`config.mk`:
```
export PLATFORM = sky130hd
export DESIGN_NAME = nvpf_front
export DESIGN_NICKNAME = d
export VERILOG_FILES = /design/src/sv/nvpf_pkg.sv /design/src/sv/nvpf_front.sv
export SDC_FILE = /design/constraint.sdc
export NUM_CORES = 2
export LEC_CHECK = 0
export BUFFER_PORTS_ARGS = -buffer_cell sky130_fd_sc_hd__buf_4
export CAP_MARGIN = 30
export CELL_PAD_IN_SITES_DETAIL_PLACEMENT = 0
export CELL_PAD_IN_SITES_GLOBAL_PLACEMENT = 2
export CORE_MARGIN = 4
export CORE_UTILIZATION = 40
export DETAILED_ROUTE_END_ITERATION = 7
export PLACE_DENSITY_LB_ADDON = 0.1
export REMOVE_ABC_BUFFERS = 1
export SETUP_SLACK_MARGIN = 0.5
export SLEW_MARGIN = 20
export SYNTH_ARGS = -nofsm -noshare
export SYNTH_HDL_FRONTEND = slang
export SYNTH_SLANG_ARGS = --single-unit
```
`constraint.sdc`:
```
create_clock -name clk_i -period 10.9 [get_ports clk_i]
set_input_delay 1.09 -clock clk_i [delete_from_list [all_inputs] [get_ports clk_i]]
set_output_delay 1.09 -clock clk_i [all_outputs]
set_load 0.01 [all_outputs]
```
`src/sv/nvpf_pkg.sv`:
```
`default_nettype none
package nvpf_pkg;

  localparam int unsigned NVPF_MAX_DIMENSION = 4096;

  // hash constants
  localparam logic [31:0] HASH_MUL_X     = 32'd73856093;
  localparam logic [31:0] HASH_MUL_Y     = 32'd19349663;
  localparam logic [31:0] HASH_MUL_FRAME = 32'd83492791;
  localparam logic [31:0] HASH_MIX       = 32'h5bd1e995;
  localparam logic [7:0]  GRAIN_MOD      = 8'd41;
  localparam logic [5:0]  GRAIN_OFFSET   = 6'd20;
  localparam logic [7:0]  DARK_MAX       = 8'd200;

  // register indexes
  localparam logic [2:0] REG_IMAGE_WIDTH  = 3'd0;
  localparam logic [2:0] REG_IMAGE_HEIGHT = 3'd1;
  localparam logic [2:0] REG_FRAME_NUMBER = 3'd2;
  localparam logic [2:0] REG_WEIGHT_RED   = 3'd3;
  localparam logic [2:0] REG_WEIGHT_GREEN = 3'd4;
  localparam logic [2:0] REG_WEIGHT_BLUE  = 3'd5;

  localparam logic [12:0] RST_IMAGE_WIDTH  = 13'd320;
  localparam logic [12:0] RST_IMAGE_HEIGHT = 13'd240;
  localparam logic [8:0]  RST_WEIGHT_RED   = 9'd77;
  localparam logic [8:0]  RST_WEIGHT_GREEN = 9'd150;
  localparam logic [8:0]  RST_WEIGHT_BLUE  = 9'd29;

  typedef struct packed {
    logic [11:0] pixel_x;
    logic [11:0] pixel_y;
    logic [7:0]  in_red;
    logic [7:0]  in_green;
    logic [7:0]  in_blue;
    logic [8:0]  coverage;
  } pixel_in_t;

  typedef struct packed {
    logic [7:0] out_red;
    logic [7:0] out_green;
    logic [7:0] out_blue;
  } pixel_out_t;

  // derived configuration seen by the pipeline
  typedef struct packed {
    logic [11:0] cx;
    logic [11:0] cy;
    logic [24:0] m2;
    logic [31:0] frame_mul;
    logic [8:0]  weight_red;
    logic [8:0]  weight_green;
    logic [8:0]  weight_blue;
  } cfg_t;

  // item data that rides along the divider
  typedef struct packed {
    logic [8:0]  base_r;
    logic [8:0]  base_g;
    logic [8:0]  base_b;
    logic [20:0] hfold;
    logic [7:0]  orig_r;
    logic [7:0]  orig_g;
    logic [7:0]  orig_b;
    logic [8:0]  cov;
  } carry_t;

  typedef struct packed {
    logic [33:0] rem;
    logic [7:0]  quo;
    logic        sat;
  } div_t;

endpackage
`default_nettype wire

```
`src/sv/nvpf_front.sv`:
```
`default_nettype none
module nvpf_front (
  input  wire logic               clk_i,
  input  wire logic               rst_ni,
  input  wire logic               valid_i,
  input  wire nvpf_pkg::pixel_in_t pixel_i,
  input  wire nvpf_pkg::cfg_t     cfg_i,
  output logic                    valid_o,
  output nvpf_pkg::div_t          div_o,
  output nvpf_pkg::carry_t        carry_o
);
  import nvpf_pkg::*;

  logic [3:0] vld_q;

  // stage 1
  logic [16:0] pr_q, pg_q, pb_q;
  logic [31:0] hx_q, hy_q, hf_q;
  logic signed [12:0] dx_q, dy_q;
  carry_t c1_q;
  // stage 2
  logic [8:0] r0_q, g0_q, b0_q;
  logic [31:0] h1_q;
  logic [23:0] dx2_q, dy2_q;
  carry_t c2_q;
  // stage 3
  logic [31:0] h2_q;
  logic [24:0] d2_q;
  carry_t c3_q, c3_d;
  // stage 4
  div_t div_q;
  carry_t c4_q, c4_d;

  logic [8:0] cov_sat;
  logic [18:0] lum_sum;
  logic [10:0] lum;
  logic [31:0] h0, h1, h3;
  logic signed [25:0] dx2_full, dy2_full;
  logic [20:0] v1;

  always_comb begin
    cov_sat = (pixel_i.coverage > 9'd256) ? 9'd256 : pixel_i.coverage;
    lum_sum = 19'(pr_q) + 19'(pg_q) + 19'(pb_q);
    lum = lum_sum[18:8];
    h0 = hx_q ^ hy_q ^ hf_q;
    h1 = h0 ^ (h0 >> 13);
    dx2_full = dx_q * dx_q;
    dy2_full = dy_q * dy_q;
    h3 = h2_q ^ (h2_q >> 15);
    v1 = 21'(h3[31:16]) * 21'd18 + 21'(h3[15:0]);
    c3_d = c2_q;
    c3_d.base_r = r0_q;
    c3_d.base_g = g0_q;
    c3_d.base_b = b0_q;
    c4_d = c3_q;
    c4_d.hfold = v1;
  end

  always_ff @(posedge clk_i or negedge rst_ni) begin
    if (!rst_ni) begin
      vld_q <= '0;
    end else begin
      vld_q <= {vld_q[2:0], valid_i};
    end
  end

  always_ff @(posedge clk_i) begin
    pr_q <= 17'(cfg_i.weight_red * pixel_i.in_red);
    pg_q <= 17'(cfg_i.weight_green * pixel_i.in_green);
    pb_q <= 17'(cfg_i.weight_blue * pixel_i.in_blue);
    hx_q <= 32'(32'(pixel_i.pixel_x) * HASH_MUL_X);
    hy_q <= 32'(32'(pixel_i.pixel_y) * HASH_MUL_Y);
    hf_q <= cfg_i.frame_mul;
    dx_q <= $signed({1'b0, pixel_i.pixel_x}) - $signed({1'b0, cfg_i.cx});
    dy_q <= $signed({1'b0, pixel_i.pixel_y}) - $signed({1'b0, cfg_i.cy});
    c1_q <= '{base_r: '0, base_g: '0, base_b: '0, hfold: '0,
              orig_r: pixel_i.in_red, orig_g: pixel_i.in_green,
              orig_b: pixel_i.in_blue, cov: cov_sat};

    r0_q <= 9'(lum >> 2);
    b0_q <= 9'(lum >> 2);
    g0_q <= (lum > 11'd127) ? 9'd255 : {1'b0, lum[6:0], 1'b0};
    h1_q <= h1;
    dx2_q <= dx2_full[23:0];
    dy2_q <= dy2_full[23:0];
    c2_q <= c1_q;

    h2_q <= 32'(h1_q * HASH_MIX);
    d2_q <= 25'(dx2_q) + 25'(dy2_q);
    c3_q <= c3_d;

    div_q <= '{rem: 34'(d2_q) * 34'd200, quo: '0, sat: (d2_q >= cfg_i.m2)};
    c4_q <= c4_d;
  end

  assign valid_o = vld_q[3];
  assign div_o   = div_q;
  assign carry_o = c4_q;
endmodule
`default_nettype wire

```
==> summary.txt <==
status -> finished clean
ratio of cells with drive above 1 in the final layout -> 0.0744
Worst EP arrival -> 7080 ps
Syn Std Cell Area -> 0.0539 mm2
H-Tree Depth -> 3
vias in the first global route -> 37742
row count -> 134
Final period util -> 0.603
Yosys top cell area share -> 0.290
r2r setup slk -> 4330 ps
Clock Root Buffer -> clkbuf_16
cell taking the most area after synthesis -> fa_1
clock slew at reported path FFs -> 70 ps
minimum clock period -> 6570 ps
total track usage -> 0.195
maximum root-to-sink buffer count -> 3
Final Setup Violations -> 0
#FFs+latches synth -> 547
initial antenna violation count -> 19
crit path kind -> flop to flop
Worst Setup End Kind -> flop
WL per Instance -> 17.5 um
Skew-Pair Late Insertion Delay -> 680 ps
hold_ws -> 197 ps
Synth top cells by count -> inv_1 (1318), ha_1 (847), fa_1 (781)
Post-CTS Setup Inserts -> 0
EDFF count, synth -> 0
register area share after synthesis -> 0.204
first-pass GRT wire length -> 213 mm
largest net degree at the start of global routing -> 24
die width -> 375 um
DIE AREA -> 0.141 mm2
FF-to-FF Start -> h1_q[1]
vias per cell -> 4.63
drt drc -> 0
syn_area_per_cell -> 10.0 um2
fillers -> 13044
total gr overflow -> 0
worst-margin pin slew -> 882 ps
area delta synth->final -> 12.2%
Synth area leaders -> fa_1 (29%), dfxtp_1 (20%), ha_1 (20%)
Distinct cells, synth -> 80
number of buffers created by CTS -> 68
Req. time, crit path -> 11410 ps
Mapped Cells -> 5389
reg2reg path depth -> 24
Max Fclk -> 0.152 GHz
initial drt markers -> 1235
via count -> 34769
design area -> 0.0605 mm2
Final ANT Viol Nets -> 0
Post-DP HPWL -> 112 mm
Worst Hold Class -> input port to async pin
share of synthesized registers carrying an async set or reset -> 0.00731
synth warn -> 0
reg2reg end -> h2_q[31]
setup TNS -> 0 ps
top_reg_cell synth -> dfxtp_1
CTS tree -> done
CP max FO -> 11
final RePlAce weighted congestion -> 0.859
max-slew violations -> 0
Starting Density -> 0.403
Routed WL -> 132 mm
core area -> 0.134 mm2
Max Cap Viol -> 0
Post-layout nets -> 7484
most common cell in the netlist -> inv_1
# IOs -> 293
I/O Buffers -> 279
CTS resizes -> 0
RSZ-0062 raised after global routing -> false
relative slew slack -> 0.404
Hold Fails Final Rpt -> 0
hold_buf cts -> 0
clock skew -> 44.2 ps
DR pass1 iterations -> 5
Placement Cell Area -> 0.0579 mm2
# clock sinks -> 547
crit start category -> flop
die height -> 375 um
-- cells by family (layout without fill, tap and decap cells) --
logic type      Yosys count  after routing  synth area share
compound gates          544            544            0.0671
buf+inv                1383           1724            0.0980
other cells               1             14         0.0000696
xor+xnor                382            382            0.0626
fa+ha+maj              1628           1628             0.487
flops                   547            547             0.204
mux                       4              4          0.000789
simple gates            900            900            0.0811
-- worst max path at each step --
stage	from	to	slack, ps	cells after the start
final	h1_q[1]	h2_q[31]	4330	24
after global routing	h1_q[7]	h2_q[31]	3940	23
after CTS	h1_q[1]	h2_q[31]	4260	24
after detailed placement	h1_q[1]	h2_q[31]	4330	24
after global placement	h1_q[1]	h2_q[31]	4360	24
after floorplan	h1_q[1]	h2_q[31]	4860	24
-- layout make-up --
| cell class | count | area, um2 | share of cell area |
|---|---|---|---|
| clock buffers | 84 | 1830 | 0.0303 |
| well taps | 1768 | 2210 | 0.0366 |
| multi-input cells | 3471 | 37700 | 0.623 |
| repair buffers | 281 | 2110 | 0.0348 |
| clock inverters | 40 | 723 | 0.0120 |
| diodes | 1 | 2.50 | 0.0000414 |
| flip-flops and latches | 547 | 11000 | 0.181 |
| inverters | 1319 | 4950 | 0.0819 |
-- flip-flops by register name, summed over array words and instances, names as in the netlist, 33 cells and up --
signal	flops
c2_q	33
c3_q	50
carry_o	71
c1_q	33
-- placed cells by master (no fill, tap or decap), types with 14 or more instances in the layout --
| cell type | netlist | final |
|---|---|---|
| dfxtp_1 | 543 | 543 |
| o21ai_0 | 98 | 98 |
| and3_1 | 15 | 15 |
| o211ai_1 | 16 | 16 |
| and2_1 | 170 | 170 |
| nor2b_1 | 66 | 66 |
| fa_1 | 781 | 781 |
| a21boi_0 | 18 | 18 |
| ha_1 | 847 | 847 |
| xor2_1 | 85 | 85 |
| nand3_1 | 31 | 31 |
| inv_1 | 1318 | 1318 |
| buf_4 | 22 | 280 |
| nand2b_1 | 35 | 35 |
| a211oi_1 | 19 | 19 |
| xnor2_1 | 295 | 295 |
| a21o_1 | 58 | 58 |
| nand2_1 | 289 | 289 |
| clkbuf_16 | 0 | 68 |
| o21a_1 | 45 | 45 |
| nor2_1 | 186 | 186 |
| o21bai_1 | 21 | 21 |
| nor3_1 | 52 | 52 |
| a21oi_1 | 152 | 152 |
| nand4_1 | 14 | 14 |
-- worst max-delay path, stage by stage, from the launching register on --
cell      delay, ps
dfxtp_1         640
inv_1           180
fa_1            560
inv_1            40
ha_1            290
inv_1            60
fa_1            480
inv_1            50
ha_1            190
fa_1            480
inv_1            50
fa_1            530
inv_1            50
fa_1            470
inv_1            50
fa_1            470
inv_1            40
ha_1            320
o21a_1          120
o21a_1          170
a41o_1          310
a41o_1          280
a211oi_1        310
a21oi_1         140
xnor2_1         130
-- layer usage --
layer	part of all wire	up-vias	GRT usage	wire length (um)
met5	0.00036	-	0	47
met4	0.019	8	0.0415	2450
met3	0.039	116	0.0296	5090
met2	0.45	497	0.311	58500
met1	0.50	16869	0.280	65400
li1	-	17279	-	-
-- stage by stage --
step	setup slack [ps]	instances	utilization
floorplan	4860	5337	-
global placement	4360	7385	0.433
detailed placement	4330	7385	0.433
CTS	4260	7509	0.453
global route	3940	7510	0.453
finish	4330	7511	0.453
Power is left out: the tool's default activity adds up to more than one toggle a clock period on the data nets, which glitch-free logic cannot reach.
