## src/sv/nvpf_pkg.sv

```systemverilog
`default_nettype none
package nvpf_pkg;

  localparam int unsigned NVPF_MAX_DIMENSION = 4096;

  // hash constants
  localparam logic [31:0] HASH_MUL_X     = 32'd73856093;
  localparam logic [31:0] HASH_MUL_Y     = 32'd19349663;
  localparam logic [31:0] HASH_MUL_FRAME = 32'd83492791;
  localparam logic [31:0] HASH_MIX       = 32'h5bd1e995;
  localparam logic [7:0]  GRAIN_MOD      = 8'd41;
  localparam logic [5:0]  GRAIN_OFFSET   = 6'd20;
  localparam logic [7:0]  DARK_MAX       = 8'd200;

  // register indexes
  localparam logic [2:0] REG_IMAGE_WIDTH  = 3'd0;
  localparam logic [2:0] REG_IMAGE_HEIGHT = 3'd1;
  localparam logic [2:0] REG_FRAME_NUMBER = 3'd2;
  localparam logic [2:0] REG_WEIGHT_RED   = 3'd3;
  localparam logic [2:0] REG_WEIGHT_GREEN = 3'd4;
  localparam logic [2:0] REG_WEIGHT_BLUE  = 3'd5;

  localparam logic [12:0] RST_IMAGE_WIDTH  = 13'd320;
  localparam logic [12:0] RST_IMAGE_HEIGHT = 13'd240;
  localparam logic [8:0]  RST_WEIGHT_RED   = 9'd77;
  localparam logic [8:0]  RST_WEIGHT_GREEN = 9'd150;
  localparam logic [8:0]  RST_WEIGHT_BLUE  = 9'd29;

  typedef struct packed {
    logic [11:0] pixel_x;
    logic [11:0] pixel_y;
    logic [7:0]  in_red;
    logic [7:0]  in_green;
    logic [7:0]  in_blue;
    logic [8:0]  coverage;
  } pixel_in_t;

  typedef struct packed {
    logic [7:0] out_red;
    logic [7:0] out_green;
    logic [7:0] out_blue;
  } pixel_out_t;

  // derived configuration seen by the pipeline
  typedef struct packed {
    logic [11:0] cx;
    logic [11:0] cy;
    logic [24:0] m2;
    logic [31:0] frame_mul;
    logic [8:0]  weight_red;
    logic [8:0]  weight_green;
    logic [8:0]  weight_blue;
  } cfg_t;

  // item data that rides along the divider
  typedef struct packed {
    logic [8:0]  base_r;
    logic [8:0]  base_g;
    logic [8:0]  base_b;
    logic [20:0] hfold;
    logic [7:0]  orig_r;
    logic [7:0]  orig_g;
    logic [7:0]  orig_b;
    logic [8:0]  cov;
  } carry_t;

  typedef struct packed {
    logic [33:0] rem;
    logic [7:0]  quo;
    logic        sat;
  } div_t;

endpackage
`default_nettype wire

```

## src/sv/nvpf_back.sv

```systemverilog
`default_nettype none
module nvpf_back (
  input  wire logic            clk_i,
  input  wire logic            rst_ni,
  input  wire logic            valid_i,
  input  wire nvpf_pkg::div_t  div_i,
  input  wire nvpf_pkg::carry_t carry_i,
  output logic                 valid_o,
  output nvpf_pkg::pixel_out_t result_o
);
  import nvpf_pkg::*;

  logic [5:0] vld_q;

  // stage 1
  logic [11:0] v3_q;
  logic [7:0]  dark_q;
  carry_t c1_q;
  // stage 2
  logic [7:0] v6_q;
  logic [7:0] dark2_q;
  carry_t c2_q;
  // stage 3
  logic [7:0] cr_q, cg_q, cb_q;
  logic [7:0] f_q;
  carry_t c3_q;
  // stage 4
  logic [7:0] fr_q, fg_q, fb_q;
  carry_t c4_q;
  // stage 5
  logic signed [18:0] pr_q, pg_q, pb_q;
  logic [7:0] or_q, og_q, ob_q;
  // stage 6
  pixel_out_t res_q;

  logic [15:0] v2;
  logic [11:0] v3;
  logic [10:0] v4;
  logic [8:0]  v5;
  logic [7:0]  v6;
  logic [7:0]  rmod;
  logic signed [5:0] grain;

  function automatic logic [7:0] add_clamp(input logic [8:0] c, input logic signed [5:0] d);
    logic signed [9:0] s;
    s = $signed({1'b0, c}) + 10'(d);
    if (s < 0) begin
      add_clamp = 8'd0;
    end else if (s > 10'sd255) begin
      add_clamp = 8'd255;
    end else begin
      add_clamp = s[7:0];
    end
  endfunction

  function automatic logic signed [18:0] mix_prod(input logic [7:0] filt, input logic [7:0] orig,
                                                  input logic [8:0] cov);
    logic signed [8:0] diff;
    diff = $signed({1'b0, filt}) - $signed({1'b0, orig});
    mix_prod = diff * $signed({1'b0, cov});
  endfunction

  function automatic logic [7:0] mix_out(input logic signed [18:0] prod, input logic [7:0] orig);
    logic signed [10:0] sum;
    sum = $signed({3'b000, orig}) + $signed(prod[18:8]);
    if (sum < 0) begin
      mix_out = 8'd0;
    end else if (sum > 11'sd255) begin
      mix_out = 8'd255;
    end else begin
      mix_out = sum[7:0];
    end
  endfunction

  // hash mod 41 by folding: 2^10 = 40 and 2^6 = 23 modulo 41
  always_comb begin
    v2 = 16'(carry_i.hfold[20:10]) * 16'd40 + 16'(carry_i.hfold[9:0]);
    v3 = 12'(12'(v2[15:10]) * 12'd40 + 12'(v2[9:0]));
    v4 = 11'(11'(v3_q[11:6]) * 11'd23 + 11'(v3_q[5:0]));
    v5 = 9'(9'(v4[10:6]) * 9'd23 + 9'(v4[5:0]));
    v6 = 8'(8'(v5[8:6]) * 8'd23 + 8'(v5[5:0]));
    if (v6_q >= 8'(5 * GRAIN_MOD)) begin
      rmod = v6_q - 8'(5 * GRAIN_MOD);
    end else if (v6_q >= 8'(4 * GRAIN_MOD)) begin
      rmod = v6_q - 8'(4 * GRAIN_MOD);
    end else if (v6_q >= 8'(3 * GRAIN_MOD)) begin
      rmod = v6_q - 8'(3 * GRAIN_MOD);
    end else if (v6_q >= 8'(2 * GRAIN_MOD)) begin
      rmod = v6_q - 8'(2 * GRAIN_MOD);
    end else if (v6_q >= GRAIN_MOD) begin
      rmod = v6_q - GRAIN_MOD;
    end else begin
      rmod = v6_q;
    end
    grain = $signed(rmod[5:0]) - $signed(GRAIN_OFFSET);
  end

  always_ff @(posedge clk_i or negedge rst_ni) begin
    if (!rst_ni) begin
      vld_q <= '0;
    end else begin
      vld_q <= {vld_q[4:0], valid_i};
    end
  end

  always_ff @(posedge clk_i) begin
    v3_q   <= v3;
    dark_q <= div_i.sat ? DARK_MAX : div_i.quo;
    c1_q   <= carry_i;

    v6_q    <= v6;
    dark2_q <= dark_q;
    c2_q    <= c1_q;

    cr_q <= add_clamp(c2_q.base_r, grain);
    cg_q <= add_clamp(c2_q.base_g, grain);
    cb_q <= add_clamp(c2_q.base_b, grain);
    f_q  <= 8'd255 - dark2_q;
    c3_q <= c2_q;

    fr_q <= 8'((16'(cr_q) * 16'(f_q)) >> 8);
    fg_q <= 8'((16'(cg_q) * 16'(f_q)) >> 8);
    fb_q <= 8'((16'(cb_q) * 16'(f_q)) >> 8);
    c4_q <= c3_q;

    pr_q <= mix_prod(fr_q, c4_q.orig_r, c4_q.cov);
    pg_q <= mix_prod(fg_q, c4_q.orig_g, c4_q.cov);
    pb_q <= mix_prod(fb_q, c4_q.orig_b, c4_q.cov);
    or_q <= c4_q.orig_r;
    og_q <= c4_q.orig_g;
    ob_q <= c4_q.orig_b;

    res_q <= '{out_red: mix_out(pr_q, or_q), out_green: mix_out(pg_q, og_q),
               out_blue: mix_out(pb_q, ob_q)};
  end

  assign valid_o  = vld_q[5];
  assign result_o = res_q;
endmodule
`default_nettype wire

```

## config.mk

```make
export PLATFORM = sky130hd
export DESIGN_NAME = nvpf_back
export DESIGN_NICKNAME = d
export VERILOG_FILES = /design/src/sv/nvpf_pkg.sv /design/src/sv/nvpf_back.sv
export SDC_FILE = /design/constraint.sdc
export NUM_CORES = 1
export LEC_CHECK = 0
export BUFFER_PORTS_ARGS = -buffer_cell sky130_fd_sc_hd__buf_2
export CORE_MARGIN = 5
export CORE_UTILIZATION = 40
export CTS_CLUSTER_DIAMETER = 30
export DETAILED_ROUTE_END_ITERATION = 10
export SLEW_MARGIN = 0
export SYNTH_ARGS = -nofsm -noshare
export SYNTH_HDL_FRONTEND = slang
export SYNTH_SLANG_ARGS = --single-unit
```

## constraint.sdc

```tcl
create_clock -name clk_i -period 13.2 [get_ports clk_i]
set_input_delay 1.98 -clock clk_i [delete_from_list [all_inputs] [get_ports clk_i]]
set_output_delay 1.98 -clock clk_i [all_outputs]
set_load 0.005 [all_outputs]
```

==> tab_implementation.tex <==
\begin{tabular}{lr}
\hline
Metric & Value \\
\hline
\multicolumn{2}{l}{\textbf{Critical path}} \\
\quad Buffers and inverters on the worst path & 4 \\
\quad Cell with the largest stage delay on the worst path & sky130\_fd\_sc\_hd\_\_xnor2\_1 \\
\quad Critical path start-end classification & flop to flop \\
\quad Capturing element type of the critical path & flop \\
\quad Family with the most delay on the worst path & adder cells \\
\quad Most used cell, CP & sky130\_fd\_sc\_hd\_\_ha\_1 \\
\quad Data arrival, critical path & 9.17 ns \\
\quad Startpoint Class & flop \\
\quad Crit path max fanout & 7 \\
\quad Req. time, crit path & between 10 and 15 ns \\
\quad Longest individual stage delay on the worst path & about 0.60 ns \\
\multicolumn{2}{l}{\textbf{Logic synthesis}} \\
\quad Post-Synthesis Net Count & 3,696 \\
\quad Share of synthesized flip-flops with an asynchronous set or reset & around 1.6\% \\
\quad Post-synth top area share & between 20 and 30\% \\
\quad Mean instance size in the synthesized netlist & $\sim$10 µm² \\
\quad EDFF count, synth & 0 \\
\quad Library cell with the highest instance count after synthesis & sky130\_fd\_sc\_hd\_\_inv\_1 \\
\quad Register bit count reported by yosys & $\sim$370 \\
\quad Commonest cells post-synth & sky130\_fd\_sc\_hd\_\_inv\_1, sky130\_fd\_sc\_hd\_\_ha\_1, sky130\_fd\_sc\_hd\_\_dfxtp\_1 \\
\quad Synth warnings & 0 \\
\quad Largest cells by area after synthesis & sky130\_fd\_sc\_hd\_\_dfxtp\_1, sky130\_fd\_sc\_hd\_\_fa\_1, sky130\_fd\_sc\_hd\_\_ha\_1 \\
\quad Biggest area consumer among synthesized cells & sky130\_fd\_sc\_hd\_\_dfxtp\_1 \\
\quad Count of distinct cell types in the synthesized netlist & 75 \\
\quad Synth Cell Area & 28,000 µm² \\
\quad Dominant register cell in the synthesized netlist & sky130\_fd\_sc\_hd\_\_dfxtp\_1 \\
\quad Synth Instances & between 2,000 and 3,000 \\
\quad Post-synthesis sequential area ratio & 26.2\% \\
\multicolumn{2}{l}{\textbf{Floorplan}} \\
\quad Die outline area & $\sim$75,000 µm² \\
\quad Height of the chip & roughly 270 µm \\
\quad Core ar. & 69,700 µm² \\
\quad Die boundary width & 274 µm \\
\quad I/O pin cnt & around 150 \\
\quad Initial standard-cell utilization of the core & between 40\% and 50\% \\
\quad Number of standard-cell rows in the floorplan & 97 \\
\multicolumn{2}{l}{\textbf{Job}} \\
\quad Max cap viols & 0 \\
\multicolumn{2}{l}{\textbf{Timing}} \\
\quad Total negative setup slack & 0 ns \\
\quad Smallest setup slack after layout & around 4.5 ns \\
\quad RSZ-0062 raised after global routing & false \\
\quad Highest achievable clock rate & 0.115 GHz \\
\quad Max-slew headroom at the worst pin & 36.7\% \\
\quad Slew at the pin closest to its max-slew limit & $\sim$0.95 ns \\
\quad Final Hold Fails & 0 \\
\quad Final Cycle Share & between 60\% and 70\% \\
\quad Number of max-slew violations in the final report & 0 \\
\quad Count of final setup violators & 0 \\
\quad Min Clock Period, post-route & between 8 and 9 ns \\
\quad Largest clock skew in the final design & 0.0427 ns \\
\multicolumn{2}{l}{\textbf{Detailed routing}} \\
\quad Routed length per placed instance & about 13 µm \\
\quad Number of remaining DRC errors & 0 \\
\quad First drt pass iteration count & 5 \\
\quad DRC violation total after the first TritonRoute iteration & between 600 and 700 \\
\quad Average via count per standard cell & 4.59 \\
\quad Number of nets with antenna violations after routing & 0 \\
\quad Vias post-DR & roughly 18,000 \\
\quad Wire length after detailed routing & around 53 mm \\
\multicolumn{2}{l}{\textbf{GRT}} \\
\quad Global-route wire length before repair & slightly above 90 mm \\
\quad Vias in the first global route & between 15,000 and 20,000 \\
\quad Pin count of the biggest net entering global routing & 28 \\
\quad Antenna violations before repair & 0 \\
\quad Grt total ovfl & 0 \\
\quad Total Routing Usage GR & 14.7\% \\
\multicolumn{2}{l}{\textbf{Placement}} \\
\quad Weighted congestion reported at the end of routability-driven placement & 0.823 \\
\quad Number of input and output port buffers inserted & $\sim$120 \\
\quad Half-perimeter wire length of the detailed placement result & around 40 mm \\
\quad Total placed instance area & about 30,000 µm² \\
\quad Worst setup timing slack at the placement stage & approximately 4.4 ns \\
\quad Placed insts & about 3,900 \\
\multicolumn{2}{l}{\textbf{Clock network}} \\
\quad Number of clock buffers inserted by TritonCTS & 76 \\
\quad Post\_cts resized & 0 \\
\quad Number of H-tree branching levels & 3 \\
\quad Clock Sink Count & between 300 and 400 \\
\quad Clock root buffer & sky130\_fd\_sc\_hd\_\_clkbuf\_16 \\
\quad Number of post-CTS setup repair buffers & 0 \\
\quad Cts hold-fix bufs & 0 \\
\quad Clock transition time at the flip-flop clock pins of the worst setup and hold paths & 0.05 ns \\
\quad Insertion delay of the later-clocked pin in the worst-skew pair & a little over 0.6 ns \\
\quad TritonCTS clock tree & yes \\
\quad Clk buf depth & 3 \\
\multicolumn{2}{l}{\textbf{Finish}} \\
\quad Fraction of final layout cells sized beyond drive strength 1 & about a tenth \\
\quad Layout-stage area growth over the synthesis result & 15.5\% \\
\quad Number of fill cells & 6,649 \\
\quad Nets & slightly below 4,000 \\
\quad Post-layout instance area & around 32,000 µm² \\
\quad Non-filler cells, final & 4,016 \\
\quad \# diodes & 0 \\
\multicolumn{2}{l}{\textbf{Run status}} \\
\quad Outcome & complete, no violations \\
\multicolumn{2}{l}{\textbf{Hold path}} \\
\quad Hold Path Class & flop to flop \\
\hline
\end{tabular}
-- cell families (layout without fill, tap and decap cells) --
logic type	Yosys count	after routing	synth area share (%)
xor gates and xnor gates	163	163	5.25
adders and majority gates	723	723	40.1
buffers and inverters	526	755	7.11
and+or+nand+nor	705	705	12.7
muxes	5	5	0.192
AOI/OAI and AO/OA	360	360	8.45
DFF	365	365	26.2
-- layout make-up --
type / count / area (µm²) / share of cell area [%]
multi-input cells: 1956 / 18700 / 57.7
flip-flops and latches: 365 / 7340 / 22.7
clock buffers: 90 / 2040 / 6.33
inverters: 480 / 1800 / 5.58
well taps: 940 / 1180 / 3.64
repair buffers: 135 / 721 / 2.23
clock inverters: 50 / 583 / 1.80
-- sequential cells by signal (all words and copies together) (netlist names), 11 cells and up --
name,count
c2_q,60
c1_q,60
c3_q,33
c4_q,33
result_o,24
pr_q,11
pg_q,11
v3_q,12
pb_q,11
-- worst reg2reg max path: cells and delay by family, from the launching register on --
kind,cells,cell delay (ns)
flops,1,0.37
simple gates,2,0.20
fa+ha+maj,12,4.31
xor+xnor,7,1.87
buf+inv,4,0.27
compound gates,11,1.58
-- metrics by stage --
stage	utilization, %	hold slack [ns]
after floorplan	-	0.310
after CTS	46.4	0.318
final	46.4	0.317
after global routing	46.4	0.323
after detailed placement	42.6	0.312
after global placement	42.6	0.310
-- placed cells by master (no fill, tap or decap), drive strengths merged, types with 46 or more instances in the layout --
master,n
xnor2,106
o21a,46
nor2,105
nand2b,46
buf,135
fa,289
and2,199
a21oi,112
a21o,48
inv,494
ha,433
clkbuf,90
xor2,57
o21ai,56
dfxtp,359
nand2,237
-- path summary, 6_finish.rpt --
| kind | from | end | slack, ns | cells after the start |
|---|---|---|---|---|
| setup reg to reg | v3_q[8] | v6_q[6] | 4.51 | 36 |
| hold / removal | c1_q[15] | c2_q[15] | 0.32 | 0 |
| setup / recovery | v3_q[8] | v6_q[6] | 4.51 | 36 |
| hold reg to reg | c1_q[15] | c2_q[15] | 0.32 | 0 |
| min in group asynchronous | rst_ni | vld_q[5] | 1.18 | 1 |
| max in group asynchronous | rst_ni | vld_q[4] | 11.87 | 1 |
-- per-layer routing --
layer	routed length (µm)	vias up	global-route usage (%)
li1	-	9445	-
met1	24800	8705	19.4
met2	25500	222	25.1
met3	1890	62	2.63
met4	763	0	3.58
met5	0	-	0
Power is left out: the tool's default activity adds up to more than one toggle a clock period on the data nets, which glitch-free logic cannot reach.
