--- config.mk ---
export PLATFORM = sky130hd
export DESIGN_NAME = nvpf_div_step
export DESIGN_NICKNAME = d
export VERILOG_FILES = /design/src/sv/nvpf_pkg.sv /design/src/sv/nvpf_div_step.sv
export SDC_FILE = /design/constraint.sdc
export NUM_CORES = 1
export LEC_CHECK = 0
export BUFFER_PORTS_ARGS = -buffer_cell sky130_fd_sc_hd__buf_2
export CORE_MARGIN = 8
export CORE_UTILIZATION = 47
export DETAILED_ROUTE_END_ITERATION = 16
export GPL_TIMING_DRIVEN = 0
export PLACE_DENSITY = 0.86
export SLEW_MARGIN = 5
export SYNTH_ARGS = -nofsm -noshare
export SYNTH_HDL_FRONTEND = slang
export SYNTH_SLANG_ARGS = --single-unit
--- constraint.sdc ---
create_clock -name clk_i -period 0.9 [get_ports clk_i]
set_input_delay 0.135 -clock clk_i [delete_from_list [all_inputs] [get_ports clk_i]]
set_output_delay 0.135 -clock clk_i [all_outputs]
set_load 0.05 [all_outputs]
--- src/sv/nvpf_pkg.sv ---
`default_nettype none
package nvpf_pkg;

  localparam int unsigned NVPF_MAX_DIMENSION = 4096;

  // hash constants
  localparam logic [31:0] HASH_MUL_X     = 32'd73856093;
  localparam logic [31:0] HASH_MUL_Y     = 32'd19349663;
  localparam logic [31:0] HASH_MUL_FRAME = 32'd83492791;
  localparam logic [31:0] HASH_MIX       = 32'h5bd1e995;
  localparam logic [7:0]  GRAIN_MOD      = 8'd41;
  localparam logic [5:0]  GRAIN_OFFSET   = 6'd20;
  localparam logic [7:0]  DARK_MAX       = 8'd200;

  // register indexes
  localparam logic [2:0] REG_IMAGE_WIDTH  = 3'd0;
  localparam logic [2:0] REG_IMAGE_HEIGHT = 3'd1;
  localparam logic [2:0] REG_FRAME_NUMBER = 3'd2;
  localparam logic [2:0] REG_WEIGHT_RED   = 3'd3;
  localparam logic [2:0] REG_WEIGHT_GREEN = 3'd4;
  localparam logic [2:0] REG_WEIGHT_BLUE  = 3'd5;

  localparam logic [12:0] RST_IMAGE_WIDTH  = 13'd320;
  localparam logic [12:0] RST_IMAGE_HEIGHT = 13'd240;
  localparam logic [8:0]  RST_WEIGHT_RED   = 9'd77;
  localparam logic [8:0]  RST_WEIGHT_GREEN = 9'd150;
  localparam logic [8:0]  RST_WEIGHT_BLUE  = 9'd29;

  typedef struct packed {
    logic [11:0] pixel_x;
    logic [11:0] pixel_y;
    logic [7:0]  in_red;
    logic [7:0]  in_green;
    logic [7:0]  in_blue;
    logic [8:0]  coverage;
  } pixel_in_t;

  typedef struct packed {
    logic [7:0] out_red;
    logic [7:0] out_green;
    logic [7:0] out_blue;
  } pixel_out_t;

  // derived configuration seen by the pipeline
  typedef struct packed {
    logic [11:0] cx;
    logic [11:0] cy;
    logic [24:0] m2;
    logic [31:0] frame_mul;
    logic [8:0]  weight_red;
    logic [8:0]  weight_green;
    logic [8:0]  weight_blue;
  } cfg_t;

  // item data that rides along the divider
  typedef struct packed {
    logic [8:0]  base_r;
    logic [8:0]  base_g;
    logic [8:0]  base_b;
    logic [20:0] hfold;
    logic [7:0]  orig_r;
    logic [7:0]  orig_g;
    logic [7:0]  orig_b;
    logic [8:0]  cov;
  } carry_t;

  typedef struct packed {
    logic [33:0] rem;
    logic [7:0]  quo;
    logic        sat;
  } div_t;

endpackage
`default_nettype wire

--- src/sv/nvpf_div_step.sv ---
`default_nettype none
module nvpf_div_step #(
  parameter int unsigned Bit = 0
) (
  input  wire logic            clk_i,
  input  wire logic            rst_ni,
  input  wire logic            valid_i,
  input  wire nvpf_pkg::div_t  div_i,
  input  wire nvpf_pkg::carry_t carry_i,
  input  wire logic [24:0]     m2_i,
  output logic                 valid_o,
  output nvpf_pkg::div_t       div_o,
  output nvpf_pkg::carry_t     carry_o
);
  import nvpf_pkg::*;

  logic   vld_q;
  div_t   div_q, div_d;
  carry_t carry_q;
  logic [33:0] trial;

  // one restoring quotient bit
  assign trial = 34'(m2_i) << Bit;

  always_comb begin
    div_d = div_i;
    if (div_i.rem >= trial) begin
      div_d.rem = div_i.rem - trial;
      div_d.quo[Bit] = 1'b1;
    end
  end

  always_ff @(posedge clk_i or negedge rst_ni) begin
    if (!rst_ni) begin
      vld_q <= 1'b0;
    end else begin
      vld_q <= valid_i;
    end
  end

  always_ff @(posedge clk_i) begin
    div_q   <= div_d;
    carry_q <= carry_i;
  end

  assign valid_o = vld_q;
  assign div_o   = div_q;
  assign carry_o = carry_q;
endmodule
`default_nettype wire

==> results of run 1 <==
[synth_stat cells, drive strengths merged (3+ instances only)]
cell | instances | area, um2
a21o | 13 | 98.9
buf | 6 | 48.8
nor3 | 5 | 25.0
o21ai | 15 | 75.1
nand3 | 10 | 50.1
dfxtp | 124 | 2480
mux2 | 23 | 327
nor2 | 15 | 56.3
and3 | 5 | 31.3
o211ai | 3 | 27.5
a211o | 3 | 27.5
or2 | 4 | 25.0
xor2 | 19 | 166
o21bai | 6 | 45.0
nand2 | 23 | 93.8
xnor2 | 12 | 105
inv | 30 | 113
a31oi | 4 | 25.0
a21oi | 23 | 126
nor4 | 4 | 31.3
ha | 25 | 313
[per-stage QoR]
step	instance area (um2)	setup TNS [ns]	utilization	worst slack (ns)
3_5_place_dp	6350	-62.12	0.653	-1.86
3_3_place_gp	6350	-60.74	0.653	-1.81
2_1_floorplan	4800	-48.41	-	-1.47
[logic make-up after synthesis]
family / synth area share
buf+inv: 0.0345
simple gates: 0.0986
xor+xnor: 0.0581
compound gates: 0.129
fa+ha+maj: 0.0712
flops: 0.537
mux: 0.0720
==> metrics.txt, run 1 <==
# TYPE chip_impl_metric gauge
chip_impl_metric{name="ys_types",unit=""} 61
chip_impl_info{name="cts.root.buffer_cell",value="clkbuf_8"} 1
chip_impl_metric{name="post_cts_setup_driven_buffer_insertion_count",unit=""} 12
chip_impl_metric{name="die_w",unit="um"} 116
chip_impl_metric{name="synth_nets",unit=""} 588
chip_impl_metric{name="port_buffers",unit=""} 276
chip_impl_info{name="outcome",value="did not finish"} 1
chip_impl_info{name="failing_step",value="4_1_cts"} 1
chip_impl_metric{name="yosys_warnings",unit=""} 0
chip_impl_metric{name="cts_sinks",unit=""} 125
chip_impl_metric{name="synth-edff-count",unit=""} 0
chip_impl_metric{name="ys_async_sr_fraction",unit=""} 0.00800
chip_impl_metric{name="yosys_register_bits",unit=""} 125
chip_impl_info{name="ys.flop_type",value="dfxtp_1"} 1
chip_impl_metric{name="row_count",unit=""} 36
chip_impl_metric{name="htree_num_levels",unit=""} 4
chip_impl_metric{name="postCtsHoldBufs",unit=""} 128
chip_impl_metric{name="postSynthAreaPerCell",unit="um2"} 11.4
chip_impl_metric{name="synthesis.area",unit="um2"} 4670
chip_impl_metric{name="cts_bufs_inserted",unit=""} 17
chip_impl_metric{name="detailedPlacementHpwl",unit="um"} 13700
chip_impl_info{name="stop_error",value="[ERROR DPL-0038] Utilization greater than 100%, impossible to legalize"} 1
chip_impl_metric{name="die_y",unit="um"} 116
chip_impl_metric{name="synth_sequential_area_ratio",unit=""} 0.537
chip_impl_metric{name="ctsLongestPathBuffers",unit=""} 2
chip_impl_metric{name="synthCells",unit=""} 410
chip_impl_metric{name="pin_count",unit=""} 277
chip_impl_metric{name="post_cts_resize_count",unit=""} 516
chip_impl_metric{name="initial_utilization",unit=""} 0.480
chip_impl_metric{name="routability_congestion_estimate_from_global_placement",unit=""} 0.871
chip_impl_metric{name="cells_after_dpl",unit=""} 819
==> inputs of run 2 (changes only) <==
Settings changed: CORE_UTILIZATION 47 to 35, PLACE_DENSITY 0.86 to unset, PLACE_DENSITY_LB_ADDON set to 0.15.
==> run 2 against run 1 <==
Against the previous run:
- the flow now finishes, with violations (setup timing)
- synthesized area unchanged
- synthesized cell count unchanged
==> metrics.txt, run 2 <==
# TYPE chip_impl_metric gauge
chip_impl_metric{name="vias",unit=""} 4853
chip_impl_info{name="critical-path-top-delay-family",value="compound AO/OA/AOI/OAI gates"} 1
chip_impl_info{name="synth_most_common_cell",value="dfxtp_1"} 1
chip_impl_metric{name="yosys_warnings",unit=""} 0
chip_impl_metric{name="routedWlPerCell",unit="um"} 21.1
chip_impl_info{name="dr.max_layer_used",value="met4"} 1
chip_impl_metric{name="post_synth_adder_cell_area",unit=""} 0.0712
chip_impl_metric{name="number_of_global_route_vias_before_repair",unit=""} 5371
chip_impl_metric{name="pin_count",unit=""} 277
chip_impl_metric{name="cts_sinks",unit=""} 125
chip_impl_metric{name="die_w",unit="um"} 132
chip_impl_metric{name="drt_pass1_iterations",unit=""} 4
chip_impl_metric{name="static-leakage-power",unit="nW"} 4.68
chip_impl_metric{name="layout.cells.non_filler",unit=""} 1043
chip_impl_metric{name="route.detailed.vias_per_inst",unit=""} 4.65
chip_impl_metric{name="synthCells",unit=""} 410
chip_impl_metric{name="antenna_found_initial",unit=""} 1
chip_impl_info{name="timing.critical_path.to_type",value="flop"} 1
chip_impl_metric{name="postLayoutCellArea",unit="um2"} 10100
chip_impl_metric{name="multi_input_comb_area",unit="um2"} 2310
chip_impl_metric{name="ys_async_sr_fraction",unit=""} 0.00800
chip_impl_metric{name="worst_slack",unit="ns"} -1.26
chip_impl_metric{name="place_area",unit="um2"} 6400
chip_impl_metric{name="yosys_register_bits",unit=""} 125
chip_impl_metric{name="met3RoutedLength",unit="um"} 1270
chip_impl_metric{name="layout-area-overhead-vs-synth",unit="%"} 117
chip_impl_info{name="leading_cell_type_in_the_layout_fill_and_taps_excluded",value="buf_2"} 1
chip_impl_metric{name="synth_sequential_area_ratio",unit=""} 0.537
chip_impl_metric{name="grt.overflow.total",unit=""} 0
chip_impl_metric{name="yosysTopAreaCellShare",unit=""} 0.531
chip_impl_info{name="cts.root.buffer_cell",value="clkbuf_16"} 1
chip_impl_metric{name="clk_pin_slew",unit="ns"} 0.06
chip_impl_info{name="synth_common_cells",value="124 x dfxtp_1, 30 x inv_1, 25 x ha_1, 22 x a21oi_1, 22 x nand2_1"} 1
chip_impl_metric{name="layout.area.seq",unit="um2"} 2660
chip_impl_metric{name="pin_count_of_the_biggest_net_entering_global_routing",unit=""} 17
chip_impl_info{name="final_cell_mix",value="150 x buf_2, 124 x dfxtp_2, 124 x dlygate4sd3_1"} 1
chip_impl_metric{name="row_count",unit=""} 42
chip_impl_metric{name="synth_nets",unit=""} 588
chip_impl_metric{name="layout.filler_cells",unit=""} 787
chip_impl_metric{name="drc",unit=""} 0
chip_impl_info{name="outcome",value="finished, violations left"} 1
chip_impl_info{name="cp-startpoint",value="div_i[9]"} 1
chip_impl_metric{name="finalSetupViolCount",unit=""} 160
chip_impl_metric{name="critical-path-max-stage-delay",unit="ns"} 0.33
chip_impl_metric{name="final_antenna_net_count",unit=""} 0
chip_impl_metric{name="worst_ep_arrival_time",unit="ns"} 2.45
chip_impl_metric{name="synthesis.area",unit="um2"} 4670
chip_impl_metric{name="timing.final.crit_share",unit=""} 2.40
chip_impl_metric{name="grt_use_total",unit=""} 0.245
chip_impl_metric{name="wirelength_met1",unit="um"} 8570
chip_impl_info{name="path_class",value="in2reg"} 1
chip_impl_info{name="slowest_library_cell_on_the_worst_path",value="fa_2"} 1
chip_impl_metric{name="largest_register_ff_count",unit=""} 81
chip_impl_metric{name="floorplan.core_area",unit="um2"} 13100
chip_impl_metric{name="worstPathRequired",unit="ns"} 1.19
chip_impl_info{name="worstPathCellList",value="buf_8 -> inv_12 -> ha_4 -> inv_2 -> fa_2 -> a21o_1 -> a31o_4 -> a22oi_2 -> a21oi_4 -> o211ai_4 -> nand2_4 -> buf_12 -> buf_16 -> mux2_4"} 1
chip_impl_metric{name="timing_hold_violations_final",unit=""} 0
chip_impl_metric{name="period_minus_slack",unit="ns"} 2.16
chip_impl_info{name="holdCritPathClass",value="in2async"} 1
chip_impl_metric{name="max-slew-margin-rel",unit=""} 0.608
chip_impl_metric{name="die_y",unit="um"} 132
chip_impl_info{name="rsz0062_at_grt",value="yes"} 1
chip_impl_metric{name="tightestPinTransition",unit="ns"} 0.586
chip_impl_metric{name="power_per_cell_area",unit="nW/um2"} 1920
chip_impl_info{name="synth_top_family_by_area",value="compound AO/OA/AOI/OAI gates"} 1
chip_impl_metric{name="initial_utilization",unit=""} 0.356
chip_impl_info{name="cell_type_with_the_highest_aggregate_area_in_the_netlist",value="dfxtp_1"} 1
chip_impl_metric{name="timing.hold.ws",unit="ns"} 0.0363
chip_impl_info{name="ys.flop_type",value="dfxtp_1"} 1
chip_impl_metric{name="synth_compound_gate_area_share",unit=""} 0.129
chip_impl_metric{name="fin_nets",unit=""} 1031
chip_impl_metric{name="grt_first_pass_wirelength",unit="um"} 32700
chip_impl_metric{name="routability_congestion_estimate_from_global_placement",unit=""} 0.866
chip_impl_info{name="tritoncts",value="done"} 1
chip_impl_info{name="synth.top_cells.by_area",value="dfxtp_1 53%, ha_1 6.7%, mux2_4 5.8%"} 1
chip_impl_metric{name="final.setup.tns",unit="ns"} -57.65
chip_impl_metric{name="max_cap_violations",unit=""} 0
chip_impl_metric{name="yosys-mux-area-fraction",unit=""} 0.0720
chip_impl_metric{name="synth-edff-count",unit=""} 0
chip_impl_metric{name="fraction_of_final_layout_cells_sized_beyond_drive_strength_1",unit=""} 0.627
chip_impl_metric{name="htree_num_levels",unit=""} 4
chip_impl_info{name="cp-start-kind",value="primary input"} 1
chip_impl_metric{name="yosys.area_share.xor_xnor",unit=""} 0.0581
chip_impl_metric{name="drt-initial-drc-count",unit=""} 252
chip_impl_info{name="violations",value="setup timing"} 1
chip_impl_metric{name="final-max-slew-violation-count",unit=""} 0
chip_impl_metric{name="cells_after_dpl",unit=""} 862
chip_impl_metric{name="buf_inv_stages_crit_path",unit=""} 5
chip_impl_metric{name="die-area",unit="um2"} 17300
chip_impl_metric{name="largest_fanout_on_the_critical_path",unit=""} 5
chip_impl_metric{name="post_synth_and_or_nand_nor_area_fraction",unit=""} 0.0986
chip_impl_metric{name="detailedPlacementHpwl",unit="um"} 12600
chip_impl_metric{name="port_buffers",unit=""} 276
chip_impl_metric{name="ctsLongestPathBuffers",unit=""} 2
chip_impl_metric{name="drt_wl_total",unit="um"} 22000
chip_impl_metric{name="route.met2.wl",unit="um"} 11400
chip_impl_metric{name="postSynthAreaPerCell",unit="um2"} 11.4
chip_impl_metric{name="cts_bufs_inserted",unit=""} 17
chip_impl_metric{name="worst_ir_drop_vdd",unit="mV"} 1.46
chip_impl_metric{name="ys_types",unit=""} 61
chip_impl_metric{name="maxClockFrequency",unit="GHz"} 0.462
-- run 2: cell type report --
class / count / area share
Timing Repair Buffer: 425 / 0.410
Sequential cell: 125 / 0.263
Multi-Input combinational cell: 249 / 0.228
Clock buffer: 18 / 0.0424
Tap cell: 176 / 0.0217
Clock inverter: 14 / 0.0157
Inverter: 30 / 0.0123
Buffer: 5 / 0.00667
Antenna cell: 1 / 0.000247
-- run 2: path summary, 6_finish.rpt --
path	cells after the start	end	slack [ns]
min in group clk_i	2	div_o[10]	0.04
min	2	valid_o	0.04
max	14	div_o[18]	-1.26
max in group asynchronous	2	valid_o	0.76
-- run 2: timing repair --
action / 4_1_cts / 5_1_grt
gates cloned: 2 / 0
hold endpoints to repair: 124 / 1
resized for setup: 509 / 41
hold buffers: 123 / 1
pin swaps: 21 / 11
setup endpoints to repair: 160 / 160
buffers inserted: 13 / 10
-- run 2: stage by stage --
stage               power (mW)   util  setup slack (ns)
global placement          10.5  0.488             -1.84
CTS                       19.2  0.751             -1.28
global route              20.1  0.771             -1.33
finish                    19.5  0.771             -1.26
floorplan                 9.39      -             -1.47
detailed placement        10.6  0.488             -1.86
-- run 2: report_power, final --
group	leakage (nW)	internal (mW)	switching, mW
Combinational	3.35	2.84	3.24
Clock	0.276	4.13	2.76
Sequential	1.06	6.16	0.359
-- run 2: cell families (layout without fill, tap and decap cells) --
logic type | after synthesis | after routing
compound gates | 83 | 83
xor+xnor | 31 | 31
mux | 24 | 24
simple gates | 85 | 85
other cells | 0 | 1
buf+inv | 36 | 492
flops | 125 | 125
fa+ha+maj | 26 | 26
-- run 2: layer usage --
metal / vias to the layer above / GRT usage
met3: 31 / 0.0762
met5: - / 0
met4: 0 / 0.0996
met2: 197 / 0.448
li1: 2325 / -
met1: 2300 / 0.255
(Power assumes the default switching activity.)
==> inputs of run 3 (changes only) <==
Settings changed: CTS_CLUSTER_DIAMETER set to 100.
Clock period 0.9 ns to 2.6 ns, I/O delays scaled along.
==> run 3 against run 2 <==
Against the previous run:
- the flow now finishes without violations
- highest routed layer unchanged
- via count fell by 17%
- sequential power down 67%
- non-clock buffer count shrank 142
- critical path depth down 1
==> metrics.txt, run 3 (synthesis results as in run 2) <==
# TYPE chip_impl_metric gauge
chip_impl_metric{name="drt_wl_total",unit="um"} 15200
chip_impl_metric{name="cts_bufs_inserted",unit=""} 17
chip_impl_info{name="path_class",value="in2reg"} 1
chip_impl_metric{name="final-max-slew-violation-count",unit=""} 0
chip_impl_metric{name="fin_nets",unit=""} 889
chip_impl_metric{name="fraction_of_final_layout_cells_sized_beyond_drive_strength_1",unit=""} 0.511
chip_impl_metric{name="routedWlPerCell",unit="um"} 16.9
chip_impl_metric{name="post-layout-total-power",unit="mW"} 6.03
chip_impl_info{name="timing.critical_path.to_type",value="flop"} 1
chip_impl_metric{name="power_per_cell_area",unit="nW/um2"} 855
chip_impl_metric{name="die_w",unit="um"} 132
chip_impl_info{name="slowest_library_cell_on_the_worst_path",value="fa_2"} 1
chip_impl_metric{name="grt.overflow.total",unit=""} 0
chip_impl_metric{name="max_cap_violations",unit=""} 0
chip_impl_metric{name="number_of_global_route_vias_before_repair",unit=""} 4236
chip_impl_metric{name="layout-area-overhead-vs-synth",unit="%"} 51.0
chip_impl_info{name="tritoncts",value="done"} 1
chip_impl_metric{name="switching_share",unit=""} 0.316
chip_impl_metric{name="power_frac_clock",unit=""} 0.402
chip_impl_info{name="cp-start-kind",value="primary input"} 1
chip_impl_metric{name="die-area",unit="um2"} 17300
chip_impl_metric{name="worstPathRequired",unit="ns"} 2.90
chip_impl_metric{name="grtUsageMet1",unit=""} 0.176
chip_impl_metric{name="die_y",unit="um"} 132
chip_impl_metric{name="route.detailed.vias_per_inst",unit=""} 4.50
chip_impl_metric{name="worst_ir_drop_vdd",unit="mV"} 0.413
chip_impl_metric{name="detailedPlacementHpwl",unit="um"} 12700
chip_impl_metric{name="clk_pin_slew",unit="ns"} 0.06
chip_impl_info{name="most_congested_layer_reported_by_global_routing",value="met2"} 1
chip_impl_info{name="final_cell_mix",value="279 x buf_2, 124 x dfxtp_1, 28 x inv_1"} 1
chip_impl_metric{name="ctsLongestPathBuffers",unit=""} 2
chip_impl_metric{name="grt_use_total",unit=""} 0.170
chip_impl_metric{name="routability_congestion_estimate_from_global_placement",unit=""} 0.862
chip_impl_metric{name="pin_count",unit=""} 277
chip_impl_metric{name="timing.final.crit_share",unit=""} 0.987
chip_impl_metric{name="buf_inv_stages_crit_path",unit=""} 4
chip_impl_info{name="cts.root.buffer_cell",value="clkbuf_16"} 1
chip_impl_metric{name="use_met3",unit=""} 0.0675
chip_impl_info{name="outcome",value="finished clean"} 1
chip_impl_metric{name="max-slew-margin-rel",unit=""} 0.521
chip_impl_metric{name="vias",unit=""} 4047
chip_impl_metric{name="static-leakage-power",unit="nW"} 3.61
chip_impl_metric{name="row_count",unit=""} 42
chip_impl_metric{name="largest_fanout_on_the_critical_path",unit=""} 10
chip_impl_metric{name="maxClockFrequency",unit="GHz"} 0.390
chip_impl_metric{name="final_antenna_net_count",unit=""} 0
chip_impl_metric{name="tightestPinTransition",unit="ns"} 0.711
chip_impl_metric{name="antenna_found_initial",unit=""} 0
chip_impl_info{name="holdCritPathClass",value="in2reg"} 1
chip_impl_metric{name="largest_register_ff_count",unit=""} 81
chip_impl_metric{name="timing.hold.ws",unit="ns"} 0.0784
chip_impl_metric{name="power.share.sequential",unit=""} 0.353
chip_impl_metric{name="port_buffers",unit=""} 276
chip_impl_metric{name="floorplan.core_area",unit="um2"} 13100
chip_impl_metric{name="drt-initial-drc-count",unit=""} 149
chip_impl_metric{name="drc",unit=""} 0
chip_impl_metric{name="period_minus_slack",unit="ns"} 2.57
chip_impl_metric{name="initial_utilization",unit=""} 0.356
chip_impl_metric{name="cts_sinks",unit=""} 125
chip_impl_info{name="worstPathCellList",value="buf_2 -> inv_12 -> ha_4 -> inv_2 -> fa_2 -> a21o_1 -> a31o_4 -> a22oi_2 -> a21oi_4 -> o211ai_4 -> nand2_4 -> buf_8 -> mux2_4"} 1
chip_impl_metric{name="finalSetupViolCount",unit=""} 0
chip_impl_metric{name="pin_count_of_the_biggest_net_entering_global_routing",unit=""} 17
chip_impl_metric{name="critical-path-max-stage-delay",unit="ns"} 0.39
chip_impl_metric{name="p_sw",unit="mW"} 1.91
chip_impl_metric{name="gr-usage-met2",unit=""} 0.306
chip_impl_info{name="critical-path-top-delay-family",value="compound AO/OA/AOI/OAI gates"} 1
chip_impl_metric{name="grt_first_pass_wirelength",unit="um"} 23100
chip_impl_metric{name="worst_ep_arrival_time",unit="ns"} 2.86
chip_impl_metric{name="insertedDiodeCount",unit=""} 0
chip_impl_info{name="leading_cell_type_in_the_layout_fill_and_taps_excluded",value="buf_2"} 1
chip_impl_metric{name="drt_pass1_iterations",unit=""} 4
chip_impl_metric{name="comb_power_frac",unit=""} 0.245
chip_impl_metric{name="timing_hold_violations_final",unit=""} 0
chip_impl_metric{name="layout.filler_cells",unit=""} 1188
chip_impl_metric{name="internal-power",unit="mW"} 4.12
chip_impl_metric{name="htree_num_levels",unit=""} 4
## run 3: cell count changes in the layout (fill, tap and decap cells not counted), moves of 10 or more
cell,previous run,this run
dlygate4sd3_1,124,1
buf_8,120,2
ha_1,13,23
dfxtp_2,124,0
buf_4,16,5
buf_2,150,279
buf_6,12,1
dfxtp_1,0,124
## run 3: final timing paths
path                       slack (ns)     endpoint  cells after the start         from
max                              0.03    div_o[24]                     13     div_i[9]
min                              0.08  carry_o[26]                      1  carry_i[26]
max in group asynchronous        2.24      valid_o                      2       rst_ni
min in group asynchronous        0.28      valid_o                      2       rst_ni
## run 3: final cells by class
type,instances,area (um2),area share
sequential,125,2510,0.355
buffer,6,56.3,0.00798
multi-input combinational,249,2100,0.298
timing repair buffer,282,1430,0.203
inverter,30,125,0.0177
tap,176,220,0.0312
clock buffer,20,457,0.0647
clock inverter,12,160,0.0227
## run 3: power by group through the flow
stage                     registers (mW)  logic [mW]  clock network (mW)
after floorplan                     2.80       0.435                   0
after global routing                2.15        1.56                2.56
after detailed placement            2.17        1.47                   0
after global placement              2.17        1.46                   0
after CTS                           2.13        1.48                2.48
final                               2.13        1.48                2.42
## run 3: per-stage QoR
stage                     setup slack, ns  setup TNS [ns]  utilization  area (um2)  instances
after floorplan                   -0.0232          -0.386            -        4730        410
after global placement             -0.585          -14.28        0.482        6330        862
after detailed placement           -0.604          -14.68        0.482        6330        862
after CTS                         0.00351               0        0.530        6960        895
after global routing             -0.00248        -0.00248        0.537        7050        900
final                              0.0336               0        0.537        7050        900
## run 3: repair_timing
item                                   CTS  global route
setup buffers                            0             5
setup endpoints to repair               20            32
pin swaps                                0             2
endpoints found under the hold margin    1             0
hold buffers                             1             0
resized for setup                        1             9
## run 3: metal layers
metal,part of all wire,vias to the layer above
met2,0.52,166
met4,0.012,0
li1,-,2039
met1,0.40,1824
met5,0,-
met3,0.069,18
